===== src/hdl/assert_macros.svh =====
// Assertion macros shared by the RTL of the SLIP response frame parser.
// Define SYNTH to compile the checks away; no other dependencies.
`ifndef ASSERT_MACROS_SVH
`define ASSERT_MACROS_SVH

`ifndef SYNTH
// Property must hold at every clock edge outside reset.
`define SRFP_ASSERT(label, clk, rst, prop, msg) \
   label: assert property (@(posedge clk) disable iff (rst) prop) else $error(msg);
// Condition must never be true outside reset.
`define SRFP_NEVER(label, clk, rst, cond, msg) \
   label: assert property (@(posedge clk) disable iff (rst) !(cond)) else $error(msg);
`else
`define SRFP_ASSERT(label, clk, rst, prop, msg)
`define SRFP_NEVER(label, clk, rst, cond, msg)
`endif

`endif


===== src/hdl/srfp_pkg.sv =====
// Types and constants for the SLIP response frame parser.
// No dependencies; used by srfp_fifo and slip_response_frame_parser.
package srfp_pkg;

   // SLIP framing bytes
   localparam logic [7:0] SLIP_END     = 8'hC0;
   localparam logic [7:0] SLIP_ESC     = 8'hDB;
   localparam logic [7:0] SLIP_ESC_END = 8'hDC;
   localparam logic [7:0] SLIP_ESC_ESC = 8'hDD;

   // item kinds on the input side
   localparam logic FUNC_BYTE = 1'b0;
   localparam logic FUNC_TICK = 1'b1;

   // result kinds
   localparam logic [1:0] KIND_DATA = 2'd0;
   localparam logic [1:0] KIND_DONE = 2'd1;
   localparam logic [1:0] KIND_FAIL = 2'd2;

   // error codes
   localparam logic [2:0] ERR_NONE    = 3'd0;
   localparam logic [2:0] ERR_TIMEOUT = 3'd1;
   localparam logic [2:0] ERR_DIR     = 3'd2;
   localparam logic [2:0] ERR_CMD     = 3'd3;
   localparam logic [2:0] ERR_LEN     = 3'd4;

   // register indexes and reset values
   localparam logic CSR_EXPECTED_COMMAND = 1'b0;
   localparam logic CSR_TIMEOUT_TICKS    = 1'b1;
   localparam logic [7:0]  EXPECTED_COMMAND_RST = 8'd8;
   localparam logic [15:0] TIMEOUT_TICKS_RST    = 16'd500;

   // header layout
   localparam logic [3:0]  HDR_BYTES   = 4'd8;
   localparam logic [7:0]  DIR_RESPONSE = 8'd1;
   localparam logic [15:0] MIN_LENGTH  = 16'd4;

   typedef enum logic [1:0] {
      PH_HUNT,
      PH_HEADER,
      PH_PAYLOAD,
      PH_TRAIL
   } phase_type;

   typedef struct packed {
      logic [1:0]  kind;
      logic [7:0]  payload_byte;
      logic [31:0] reply_value;
      logic [15:0] reply_length;
      logic [2:0]  error_code;
      logic        last;
   } result_type;

   function automatic result_type make_result(logic [1:0] kind, logic [7:0] pb,
                                              logic [31:0] val, logic [15:0] len,
                                              logic [2:0] err, logic last);
      result_type r;
      r.kind         = kind;
      r.payload_byte = pb;
      r.reply_value  = val;
      r.reply_length = len;
      r.error_code   = err;
      r.last         = last;
      return r;
   endfunction

endpackage


===== src/hdl/slip_response_frame_parser.sv =====
// Top level of the SLIP response frame parser: input register, parser state,
// config registers. Depends on srfp_pkg, srfp_fifo and assert_macros.svh.
//
// Usage:
//  - req_ channel: one beat per received serial byte (tuser = 0, tdata = byte)
//    or per millisecond tick (tuser = 1). Bytes are skipped until an opening
//    0xC0; then an 8-byte SLIP-escaped header is checked, payload bytes stream
//    out, and the closing 0xC0 (or a bad header or timeout) gives the verdict.
//  - rsp_ channel: payload beats (kind 0), then one verdict beat with tlast
//    (kind 1 complete, kind 2 failed with an error code).
//  - csr_ port: write expected_command (index 0) and timeout_ticks (index 1)
//    while the block is idle; a write takes effect at the next edge.
//  - Path: an accepted beat is held in the input register, and its results
//    pass through the result queue before they appear on rsp_.
//  - Throughput: one input beat per cycle unless stalled (see Stall); the parser
//    updates its state once per beat. A beat can yield two results (an invalid
//    escape in the payload); rsp_ drains one beat per cycle under rsp_tready.
//  - Stall: a 4-entry result queue sits before rsp_; the parser works only
//    while the queue has room for two results, else a held beat waits and req_tready drops.
//  - Reset: synchronous, active high; the parser returns to hunting for 0xC0,
//    the queue empties and the registers take 8 and 500.
`include "assert_macros.svh"

module slip_response_frame_parser #(
   parameter int FIFO_DEPTH = 4
) (
   input  logic        clock,
   input  logic        reset,
   // input beats
   input  logic        req_tvalid,
   output logic        req_tready,
   input  logic [7:0]  req_tdata,   // [7:0] rx_byte
   input  logic        req_tuser,   // [0] func
   // result beats
   output logic        rsp_tvalid,
   input  logic        rsp_tready,
   output logic [63:0] rsp_tdata,   // [7:0] payload_byte, [39:8] reply_value,
                                    // [55:40] reply_length, [58:56] error_code
   output logic [1:0]  rsp_tuser,   // [1:0] kind
   output logic        rsp_tlast,   // last
   // configuration writes
   input  logic        csr_wr_en,
   input  logic        csr_index,
   input  logic [15:0] csr_wdata
);

   // config registers
   logic [7:0]  exp_cmd_ff;
   logic [15:0] timeout_ff;

   // input register
   logic        in_valid_ff;
   logic        in_func_ff;
   logic [7:0]  in_byte_ff;
   logic        room2;
   logic        proc_fire;

   // parser state
   srfp_pkg::phase_type phase_ff, phase_in;
   logic        esc_ff, esc_in;
   logic [3:0]  hcnt_ff, hcnt_in;
   logic [63:0] hbits_ff, hbits_in;
   logic [15:0] left_ff, left_in;
   logic [15:0] idle_ff, idle_in;

   // decode and results
   logic [7:0]  dec0, dec1, cur;
   logic [1:0]  ndec;
   logic        stop;
   logic [1:0]  nres;
   logic [2:0]  herr;
   srfp_pkg::result_type res0, res1, new_res, head;
   logic        q_valid;

   assign proc_fire  = in_valid_ff && room2;
   assign req_tready = !in_valid_ff || room2;

   always_ff @(posedge clock) begin
      if (reset) begin
         exp_cmd_ff <= srfp_pkg::EXPECTED_COMMAND_RST;
         timeout_ff <= srfp_pkg::TIMEOUT_TICKS_RST;
      end else if (csr_wr_en) begin
         case (csr_index)
            srfp_pkg::CSR_EXPECTED_COMMAND: exp_cmd_ff <= csr_wdata[7:0];
            srfp_pkg::CSR_TIMEOUT_TICKS:    timeout_ff <= csr_wdata;
            default: ;
         endcase
      end
   end

   always_ff @(posedge clock) begin
      if (reset) begin
         in_valid_ff <= 1'b0;
      end else if (req_tready) begin
         in_valid_ff <= req_tvalid;
      end
   end

   always_ff @(posedge clock) begin
      if (req_tvalid && req_tready) begin
         in_func_ff <= req_tuser;
         in_byte_ff <= req_tdata;
      end
   end

   // one pass per beat: SLIP decode of up to two bytes, header fill and check,
   // payload count, trailing delimiter and tick timeout
   always_comb begin
      phase_in = phase_ff;
      esc_in   = esc_ff;
      hcnt_in  = hcnt_ff;
      hbits_in = hbits_ff;
      left_in  = left_ff;
      idle_in  = idle_ff;
      res0     = '0;
      res1     = '0;
      new_res  = '0;
      nres     = 2'd0;
      dec0     = 8'd0;
      dec1     = 8'd0;
      ndec     = 2'd0;
      cur      = 8'd0;
      stop     = 1'b0;
      herr     = srfp_pkg::ERR_NONE;
      if (proc_fire) begin
         if (in_func_ff == srfp_pkg::FUNC_TICK) begin
            if (phase_ff != srfp_pkg::PH_HUNT) begin
               if (idle_ff >= timeout_ff) begin
                  res0 = srfp_pkg::make_result(srfp_pkg::KIND_FAIL, 8'd0, 32'd0,
                     (phase_ff == srfp_pkg::PH_HEADER) ? 16'd0 : hbits_ff[31:16],
                     srfp_pkg::ERR_TIMEOUT, 1'b1);
                  nres     = 2'd1;
                  phase_in = srfp_pkg::PH_HUNT;
                  esc_in   = 1'b0;
                  hcnt_in  = 4'd0;
                  left_in  = 16'd0;
                  idle_in  = 16'd0;
               end else begin
                  idle_in = idle_ff + 16'd1;
               end
            end
         end else if (phase_ff == srfp_pkg::PH_HUNT) begin
            if (in_byte_ff == srfp_pkg::SLIP_END) begin
               phase_in = srfp_pkg::PH_HEADER;
               esc_in   = 1'b0;
               hcnt_in  = 4'd0;
               left_in  = 16'd0;
               idle_in  = 16'd0;
            end
         end else if (phase_ff == srfp_pkg::PH_TRAIL) begin
            if (in_byte_ff == srfp_pkg::SLIP_END) begin
               res0 = srfp_pkg::make_result(srfp_pkg::KIND_DONE, 8'd0, hbits_ff[63:32],
                  hbits_ff[31:16], srfp_pkg::ERR_NONE, 1'b1);
               nres     = 2'd1;
               phase_in = srfp_pkg::PH_HUNT;
               esc_in   = 1'b0;
               hcnt_in  = 4'd0;
               left_in  = 16'd0;
               idle_in  = 16'd0;
            end
         end else begin
            idle_in = 16'd0;
            // escape decode
            if (esc_ff) begin
               esc_in = 1'b0;
               if (in_byte_ff == srfp_pkg::SLIP_ESC_ESC) begin
                  dec0 = srfp_pkg::SLIP_ESC;
                  ndec = 2'd1;
               end else if (in_byte_ff == srfp_pkg::SLIP_ESC_END) begin
                  dec0 = srfp_pkg::SLIP_END;
                  ndec = 2'd1;
               end else begin
                  // invalid escape: pass DB, then the byte itself
                  dec0 = srfp_pkg::SLIP_ESC;
                  dec1 = in_byte_ff;
                  ndec = 2'd2;
               end
            end else if (in_byte_ff == srfp_pkg::SLIP_ESC) begin
               esc_in = 1'b1;
            end else begin
               dec0 = in_byte_ff;
               ndec = 2'd1;
            end
            for (int i = 0; i < 2; i++) begin
               if (!stop && (2'(i) < ndec)) begin
                  cur = (i == 0) ? dec0 : dec1;
                  if (phase_in == srfp_pkg::PH_HEADER && hcnt_in < srfp_pkg::HDR_BYTES) begin
                     hbits_in[{hcnt_in[2:0], 3'b000} +: 8] = cur;
                     hcnt_in = hcnt_in + 4'd1;
                     if (hcnt_in == srfp_pkg::HDR_BYTES) begin
                        // header check: direction, command, then length
                        if (hbits_in[7:0] != srfp_pkg::DIR_RESPONSE) begin
                           herr = srfp_pkg::ERR_DIR;
                        end else if (hbits_in[15:8] != exp_cmd_ff) begin
                           herr = srfp_pkg::ERR_CMD;
                        end else if (hbits_in[31:16] < srfp_pkg::MIN_LENGTH) begin
                           herr = srfp_pkg::ERR_LEN;
                        end
                        if (herr != srfp_pkg::ERR_NONE) begin
                           new_res = srfp_pkg::make_result(srfp_pkg::KIND_FAIL, 8'd0, 32'd0,
                              hbits_in[31:16], herr, 1'b1);
                           phase_in = srfp_pkg::PH_HUNT;
                           hcnt_in  = 4'd0;
                           left_in  = 16'd0;
                        end else begin
                           phase_in = srfp_pkg::PH_PAYLOAD;
                           left_in  = hbits_in[31:16];
                        end
                        esc_in  = 1'b0;
                        idle_in = 16'd0;
                        stop    = 1'b1;
                     end
                  end else if (phase_in == srfp_pkg::PH_PAYLOAD && left_in != 16'd0) begin
                     new_res = srfp_pkg::make_result(srfp_pkg::KIND_DATA, cur, 32'd0, 16'd0,
                        srfp_pkg::ERR_NONE, 1'b0);
                     left_in = left_in - 16'd1;
                     if (left_in == 16'd0) begin
                        phase_in = srfp_pkg::PH_TRAIL;
                        esc_in   = 1'b0;
                        idle_in  = 16'd0;
                        stop     = 1'b1;
                     end
                  end
                  // slot the result produced by this decoded byte, if any
                  if (new_res.last || (phase_ff == srfp_pkg::PH_PAYLOAD &&
                                       new_res.kind == srfp_pkg::KIND_DATA &&
                                       (phase_in != srfp_pkg::PH_PAYLOAD || left_in != left_ff ||
                                        nres != 2'd0) && (2'(i) >= nres) &&
                                       (left_ff - left_in) > 16'(nres))) begin
                     if (nres == 2'd0) begin
                        res0 = new_res;
                     end else begin
                        res1 = new_res;
                     end
                     nres = nres + 2'd1;
                  end
                  new_res = '0;
               end
            end
         end
      end
   end

   always_ff @(posedge clock) begin
      if (reset) begin
         phase_ff <= srfp_pkg::PH_HUNT;
         esc_ff   <= 1'b0;
         hcnt_ff  <= 4'd0;
         left_ff  <= 16'd0;
         idle_ff  <= 16'd0;
      end else begin
         phase_ff <= phase_in;
         esc_ff   <= esc_in;
         hcnt_ff  <= hcnt_in;
         left_ff  <= left_in;
         idle_ff  <= idle_in;
      end
   end

   always_ff @(posedge clock) begin
      hbits_ff <= hbits_in;
   end

   srfp_fifo #(
      .DEPTH (FIFO_DEPTH)
   ) u_fifo (
      .clock      (clock),
      .reset      (reset),
      .push0      (nres != 2'd0),
      .push0_data (res0),
      .push1      (nres == 2'd2),
      .push1_data (res1),
      .pop        (rsp_tready),
      .out_valid  (q_valid),
      .out_data   (head),
      .room2      (room2)
   );

   assign rsp_tvalid = q_valid;
   assign rsp_tuser  = head.kind;
   assign rsp_tlast  = head.last;
   assign rsp_tdata  = {5'd0, head.error_code, head.reply_length, head.reply_value,
                        head.payload_byte};

   `SRFP_ASSERT(a_in_hold, clock, reset,
      in_valid_ff && !proc_fire |=> in_valid_ff && $stable(in_byte_ff), "input beat lost")
   `SRFP_ASSERT(a_last_verdict, clock, reset,
      rsp_tvalid |-> rsp_tlast == (rsp_tuser != srfp_pkg::KIND_DATA), "tlast not on verdict")
   `SRFP_ASSERT(a_hunt_clean, clock, reset,
      phase_ff == srfp_pkg::PH_HUNT |-> hcnt_ff == 4'd0 && !esc_ff, "hunt state not clean")
   `SRFP_ASSERT(a_payload_left, clock, reset,
      phase_ff == srfp_pkg::PH_PAYLOAD |-> left_ff != 16'd0, "payload with nothing left")

endmodule


===== src/hdl/srfp_fifo.sv =====
// Small result queue: up to two pushes and one pop per cycle.
// Depends on srfp_pkg (result_type) and assert_macros.svh.
`include "assert_macros.svh"

module srfp_fifo #(
   parameter int DEPTH = 4
) (
   input  logic                clock,
   input  logic                reset,
   input  logic                push0,
   input  srfp_pkg::result_type push0_data,
   input  logic                push1,
   input  srfp_pkg::result_type push1_data,
   input  logic                pop,
   output logic                out_valid,
   output srfp_pkg::result_type out_data,
   output logic                room2
);

   localparam int AW = (DEPTH > 1) ? $clog2(DEPTH) : 1;
   localparam int CW = $clog2(DEPTH + 1);

   srfp_pkg::result_type mem_ff [DEPTH];
   logic [AW-1:0] wp_ff, wp_in, wp_plus1, wp_plus2, rp_ff, rp_in;
   logic [CW-1:0] cnt_ff, cnt_in;
   logic          pop_fire;

   assign wp_plus1 = (wp_ff == AW'(DEPTH - 1)) ? '0 : wp_ff + 1'b1;
   assign wp_plus2 = (wp_plus1 == AW'(DEPTH - 1)) ? '0 : wp_plus1 + 1'b1;
   assign pop_fire = pop && (cnt_ff != '0);

   always_comb begin
      wp_in = wp_ff;
      if (push0 && push1) begin
         wp_in = wp_plus2;
      end else if (push0) begin
         wp_in = wp_plus1;
      end
      rp_in = rp_ff;
      if (pop_fire) begin
         rp_in = (rp_ff == AW'(DEPTH - 1)) ? '0 : rp_ff + 1'b1;
      end
      cnt_in = cnt_ff + CW'(push0) + CW'(push1) - CW'(pop_fire);
   end

   always_ff @(posedge clock) begin
      if (reset) begin
         wp_ff  <= '0;
         rp_ff  <= '0;
         cnt_ff <= '0;
      end else begin
         wp_ff  <= wp_in;
         rp_ff  <= rp_in;
         cnt_ff <= cnt_in;
      end
   end

   always_ff @(posedge clock) begin
      if (push0) begin
         mem_ff[wp_ff] <= push0_data;
      end
      if (push0 && push1) begin
         mem_ff[wp_plus1] <= push1_data;
      end
   end

   assign out_valid = (cnt_ff != '0);
   assign out_data  = mem_ff[rp_ff];
   assign room2     = (cnt_ff <= CW'(DEPTH - 2));

   `SRFP_ASSERT(a_push_order, clock, reset, push1 |-> push0, "second push without first")
   `SRFP_NEVER(a_overflow, clock, reset, push0 && push1 && !room2, "queue overflow")
   `SRFP_ASSERT(a_count_bound, clock, reset, cnt_ff <= CW'(DEPTH), "count beyond depth")
   `SRFP_ASSERT(a_pop_count, clock, reset,
      pop_fire && !push0 |=> cnt_ff == $past(cnt_ff) - 1'b1, "pop did not drop count")

endmodule

===== config.mk =====
export PLATFORM = sky130hd
export DESIGN_NAME = slip_response_frame_parser
export DESIGN_NICKNAME = d
export VERILOG_FILES = /design/src/hdl/srfp_pkg.sv /design/src/hdl/slip_response_frame_parser.sv /design/src/hdl/srfp_fifo.sv
export VERILOG_INCLUDE_DIRS = /design/src /design/src/hdl
export SDC_FILE = /design/constraint.sdc
export NUM_CORES = 1
export LEC_CHECK = 0
export BUFFER_PORTS_ARGS = -buffer_cell sky130_fd_sc_hd__buf_2
export CAP_MARGIN = 0
export CELL_PAD_IN_SITES_DETAIL_PLACEMENT = 1
export CELL_PAD_IN_SITES_GLOBAL_PLACEMENT = 2
export CORE_MARGIN = 5
export CORE_UTILIZATION = 43
export DETAILED_ROUTE_END_ITERATION = 10
export GPL_TIMING_DRIVEN = 0
export PLACE_DENSITY = 0.87
export SYNTH_ARGS = -nofsm -noshare
export SYNTH_HDL_FRONTEND = slang
export SYNTH_SLANG_ARGS = --single-unit

===== constraint.sdc =====
create_clock -name clock -period 25.8 [get_ports clock]
set_clock_uncertainty 0.1 [all_clocks]
set_input_delay 5.16 -clock clock [delete_from_list [all_inputs] [get_ports clock]]
set_output_delay 5.16 -clock clock [all_outputs]
set_load 0.1 [all_outputs]

## Word level (Yosys, flattened, before mapping)

Memories as Yosys holds them, arrays and structs flattened. A register that Yosys moved wholly into a read port is not among the register bits.
Cells that the tools add are included.

- Output and inout port bits: 69
- RAM bits: 248
- Memories: 1
- ROM bits: 0
- Bits in latches: 0
- Input port bits: 31
- Bits in registers: 144

Memory list:

| name | words | bits a word | rd ports | clocked after memory_dff | write ports | RTL line | text |
|---|---|---|---|---|---|---|---|
| u_fifo.mem_ff | 4 | 62 | 1 | 1 | 2 | srfp_fifo.sv:23 | `srfp_pkg::result_type mem_ff [DEPTH];` |

- Shift-type cells: 4
- Multiply operators: 0
- Add/sub/neg operators: 16
- Multiplexer cells: 234
- Reductions and logical operators: 45
- Eq/ne operators: 27
- $lt $le $gt $ge: 11
- Bitwise logic cells: 4
- Divide/modulo/power cells: 0

Operators with widths:

| cell | count |
|---|---|
| 2-to-1 mux 62 bit | 34 |
| 2-to-1 mux 16 bit | 37 |
| 2-to-1 mux 64 bit | 8 |
| bitwise mux 64 bit | 2 |
| variable shift 8 x 8 -> 64 bit (first input constant) | 2 |
| variable part select 8 x 8 -> 64 bit | 2 |
| 2-to-1 mux 60 bit | 2 |
| 2-to-1 mux 2 bit | 57 |
| 2-to-1 mux 8 bit | 13 |
| 2-to-1 mux 4 bit | 18 |
| 2-to-1 mux 3 bit | 23 |
| 2-to-1 mux 61 bit | 1 |
| 2-to-1 mux 1 bit | 37 |
| == test 8 bit (second input constant) | 4 |
| zero test 16 bit | 2 |
| < comparator 16 x 3 -> 1 bit (second input constant) | 2 |
| inequality test 16 bit | 2 |
| nonzero test 16 bit | 2 |
| subtractor 16 x 1 -> 16 bit (second input constant) | 2 |
| subtractor 16 bit | 2 |
| adder 16 x 1 -> 16 bit (second input constant) | 1 |
| greater-or-equal comparator 16 bit | 1 |
| greater-than comparator 16 x 1 -> 1 bit (second input constant) | 1 |
| greater-than comparator 16 x 2 -> 1 bit | 1 |
| other kinds (30) | 85 |

## Depth between registers and ports, before layout

- Depth after elaboration: 70
- Depth in mapped cells: 48

## Hierarchy

A second synthesis with hierarchy kept.

- Cell total of the unflattened synthesis: 2636
- Area total of the unflattened synthesis: 27173.6 um^2

Modules (own cells, without submodules):

| module | cells an instance | area an instance (um^2) | instances | sequential area each (um^2) |
|---|---|---|---|---|
| slip_response_frame_parser | 1978 | 14556.5 | 1 | 3473.3 |
| srfp_fifo | 658 | 12617.1 | 1 | 7627.3 |

## Worst setup path before layout

No wires, ideal clock.

- Kind: reg2reg
- Start point: reg hcnt_ff[0]
- End point: mem u_fifo.mem_ff[2][0] (netlist name), enable pin
- Stages on the path, launching flop included: 44
- Arrival time: 9.387 ns
- Data required time: 25.316 ns
- Buffers on the path: 5
- Period minus slack after synthesis: 9.871 ns
- Path slack: 15.929 ns
- Setup time: 0.384 ns
- Cell sequence: dfxtp_1 > buf_2 > inv_1 > ha_1 > ha_1 > buf_2 > o311a_1 > buf_2 > o32a_1 > xor2_1 > nand4_1 > nor3_1 > o2111ai_1 > or2_2 > o21ai_0 > inv_1 > ha_1 > inv_1 > [8 not listed] > nor2_1 > nor3_1 > o21bai_1 > a21oi_1 > o21ai_0 > mux2_2 > nor4_1 > nand4_4 > and2_1 > ha_1 > a21boi_0 > and3_4 > nor3_4 > buf_6 > o21ai_1 > nand2_2 > buf_2 > inv_1

RTL lines:

| what | RTL line | text |
|---|---|---|
| from (decl) | slip_response_frame_parser.sv:61 | `logic [3:0] hcnt_ff, hcnt_in;` |
| from (signal assigned) | slip_response_frame_parser.sv:254 | `hcnt_ff <= hcnt_in;` |
| to (decl) | srfp_fifo.sv:23 |  |

==> parameters.txt <==
Parameter                              Value

Floorplan
  Die W ... 255.1 um
  Core Rows ... 89
  Placeable core region ... 59240 um2
  Number of top-level pins ... 100
  Initial Util ... 43.59%
  Chip Height ... 255.1 um
  Die area ... 65060 um2

Finish
  Total area of sequential cells ... 9779 um2
  Multi-input logic area ... 14810 um2
  Inserted Diodes ... 0
  Layout Utilization ... 48.71%
  Fin nets ... 3098
  Count of fill cells added during filler insertion ... 6892
  Fraction of layout instances using a drive strength above 1 ... 12.86%
  Layout area overhead ... 11.74%

Power and ir drop
  Worst VDD drop ... 0.04655 mV
  Power density cells ... 55.49 nW/um2
  Cell leakage power ... 9.955 nW

Global routing
  Wire length of the first global-routing pass ... 166200 um
  Via count of the first global-routing pass ... 25550
  Routing layer with the top usage in global route ... met2
  Met2 Track Usage GR ... 53.92%
  Met1 global-route usage ... 45.15%
  Pin count of the biggest net entering global routing ... 65
  Number of antenna violations at the first check in global routing ... 1
  Met3 layer usage reported by global route ... 4.197%
  GRT overflow ... 0
  Global router's overall resource usage ... 33.28%

Timing
  Relative slew slack ... -1.274%
  Count of pins over their slew limit ... 8
  Part of the cycle the worst path needs ... 52.75%
  Shortest period the worst path allows ... 13.61 ns
  RSZ-0062 raised after global routing ... false
  Max Fclk ... 73.48 MHz
  Hold_ws ... 0.3576 ns
  Final-layout setup total negative slack ... 0 ns
  Final-report setup violation count ... 0
  Final hold violation count ... 0
  Slew at the pin closest to its max-slew limit ... 1.495 ns

Worst hold path
  HP Class ... flip-flop to flip-flop

Logic synthesis
  Synthesis-stage register bit count ... 394
  Number of distinct standard cells referenced by the synthesized netlist ... 123
  Number of instances in the synthesized netlist ... 2838
  Count of yosys warnings during synthesis ... 0
  Count leader, synth ... nand2_1
  Top FF cell, synth ... dfxtp_1
  Number of synthesized flops with an enable pin ... 189
  Combined area of all synthesized cells ... 25820 um2
  Post-synthesis area per instance ... 9.100 um2
  Top cell types by occurrence after synthesis ... nand2_1, a21oi_1, dfxtp_1
  Area leader, netlist ... edfxtp_1
  Register area share after synthesis ... 37.87%
  Share of the synthesized area in the top cell type ... 21.98%
  Most area-consuming cells after synthesis ... edfxtp_1, dfxtp_1, mux4_2
  Proportion of synthesized flip-flops having asynchronous set or reset ... 0%

Status
  Run status ... finished, violations left
  Violations in the final reports ... max-capacitance violations, max-slew violations

Setup path
  Required time at the endpoint of the critical path ... 26.05 ns
  Crit Path Category ... flip-flop to flip-flop
  Sort of element at the end of the critical path ... flip-flop
  Kind of start point of the critical path ... flip-flop
  Highest fanout seen on the critical path ... 22
  Max stage delay cell, worst path ... o21ai_0
  Biggest cell delay along the critical path ... 0.58 ns
  Endpoint arrival time on the critical path ... 13.86 ns

Detailed routing
  Vias per cell ... 6.668
  Detailed Route Iter0 Violations ... 2351
  DRT Pass-1 Iters ... 5
  Antenna violation net count after detailed routing ... 0
  Average wire per cell in the routed design ... 29.49 um
  DR DRC count ... 0
  Final WL ... 112000 um
  Detailed-route via count ... 25320

CTS
  Number of buffers inserted to repair setup after CTS ... 0
  H-tree depth reported by CTS ... 2
  Clk Latency, worst-skew pair ... 0.62 ns
  Clock sinks ... 394
  Hold-fix buffer count after cts ... 0
  Inserted Clock Buffers ... 46
  Maximum clock path buffer count ... 3
  TritonCTS clock tree ... built
  CTS clk-pin slew, worst paths ... 0.06 ns
  CTS Root Buffer Type ... clkbuf_16
  Cells resized by post-CTS repair ... 0

Placement
  Port bufs ... 93
  Routability congestion estimate from global placement ... 0.9903
  Detailed placement HPWL ... 84690 um

Flow run
  # Max-Cap Violations ... 2
==> metrics by stage <==
step                setup WS, ns  cells  power, mW  instance area (um2)
floorplan                  15.93   2842     0.8809                25840
global placement           12.33   3708     0.9388                27270
detailed placement         12.22   3709     0.9423                27290
CTS                        12.12   3795      1.606                28820
global route               11.48   3797      1.644                28860
finish                     12.19   3797      1.601                28860
==> final timing paths <==
path | slack (ns) | start | end | depth (start not counted)
max | 12.19 | hcnt_ff[0]$_SDFFE_PP0P_ | u_fifo.mem_ff[1][9]$_DFFE_PP_ | 45
min | 0.36 | timeout_ff[10]$_SDFFE_PP0P_ | timeout_ff[10]$_SDFFE_PP0P_ | 2
max reg2reg | 12.19 | hcnt_ff[0]$_SDFFE_PP0P_ | u_fifo.mem_ff[1][9]$_DFFE_PP_ | 45
min reg2reg | 0.36 | timeout_ff[10]$_SDFFE_PP0P_ | timeout_ff[10]$_SDFFE_PP0P_ | 2
==> layer usage <==
layer | vias up | wire length [um]
li1 | 11110 | -
met1 | 12860 | 47470
met2 | 1089 | 51900
met3 | 264 | 7093
met4 | 0 | 5494
met5 | - | 0
==> logic make-up after synthesis <==
group	count (synthesis)	synth area share, %
other cells	1	0.01452
buf+inv	300	4.893
flops	394	37.87
compound gates	971	26.36
fa+ha+maj	81	3.983
xor+xnor	44	1.550
simple gates	947	18.43
mux	100	6.909
==> sequential cells by signal (all words and copies together) (netlist names), named ones only <==
| signal | cells |
|---|---|
| esc_ff | 1 |
| in_valid_ff | 1 |
| in_byte_ff | 8 |
| u_fifo.mem_ff | 248 |
| exp_cmd_ff | 8 |
| phase_ff | 2 |
| hbits_ff | 64 |
| u_fifo.cnt_ff | 3 |
| timeout_ff | 16 |
| in_func_ff | 1 |
| u_fifo.rp_ff | 2 |
| left_ff | 16 |
| idle_ff | 16 |
| u_fifo.wp_ff | 2 |
| hcnt_ff | 4 |
==> critical path: cells and delay by family (launching register included) <==
family / cells / cell delay (ns)
compound gates: 16 / 4.53
xor+xnor: 2 / 0.88
fa+ha+maj: 5 / 1.45
buf+inv: 11 / 2.94
flops: 1 / 0.49
simple gates: 11 / 2.89
==> layout by cell type, fill, tap and decap left out, drive strengths merged, types with 15 or more instances in the layout <==
| cell type | netlist | layout |
|---|---|---|
| nand2 | 332 | 332 |
| a21oi | 241 | 241 |
| o21ai | 226 | 226 |
| clkbuf | 142 | 216 |
| dfxtp | 205 | 205 |
| edfxtp | 189 | 189 |
| nor2 | 187 | 187 |
| buf | 70 | 166 |
| o2bb2ai | 128 | 128 |
| inv | 88 | 90 |
| nor3 | 81 | 81 |
| ha | 79 | 79 |
| mux4 | 62 | 62 |
| nand3 | 62 | 62 |
| a31oi | 43 | 43 |
| nand3b | 34 | 34 |
| o22ai | 33 | 33 |
| mux2i | 32 | 32 |
| and3 | 32 | 32 |
| nand2b | 31 | 31 |
| nor4 | 30 | 30 |
| a22o | 28 | 28 |
| nor2b | 27 | 27 |
| xnor2 | 26 | 26 |
| or3 | 24 | 24 |
| nand4 | 23 | 23 |
| o31ai | 22 | 22 |
| and2 | 20 | 20 |
| o21a | 18 | 18 |
| xor2 | 17 | 17 |
| a211oi | 17 | 17 |
| a21o | 16 | 16 |
| o211ai | 16 | 16 |
| or2 | 15 | 15 |
==> final cells by class <==
class / count / area share, %
clock inverters: 12 / 0.5333
flip-flops and latches: 394 / 33.89
plain buffers: 212 / 3.235
multi-input cells: 2148 / 51.31
well taps: 773 / 3.352
repair buffers: 96 / 1.778
inverters: 88 / 1.145
clock buffers: 74 / 4.761
==> report_power, final <==
| part | total, mW | leakage [nW] | internal [mW] | switching (mW) |
|---|---|---|---|---|
| sequential | 0.663 | 3.35 | 0.657 | 0.00548 |
| clock | 0.671 | 0.750 | 0.381 | 0.291 |
| combinational | 0.267 | 5.86 | 0.0640 | 0.203 |
No activity file was read; power rests on OpenSTA's default activity.
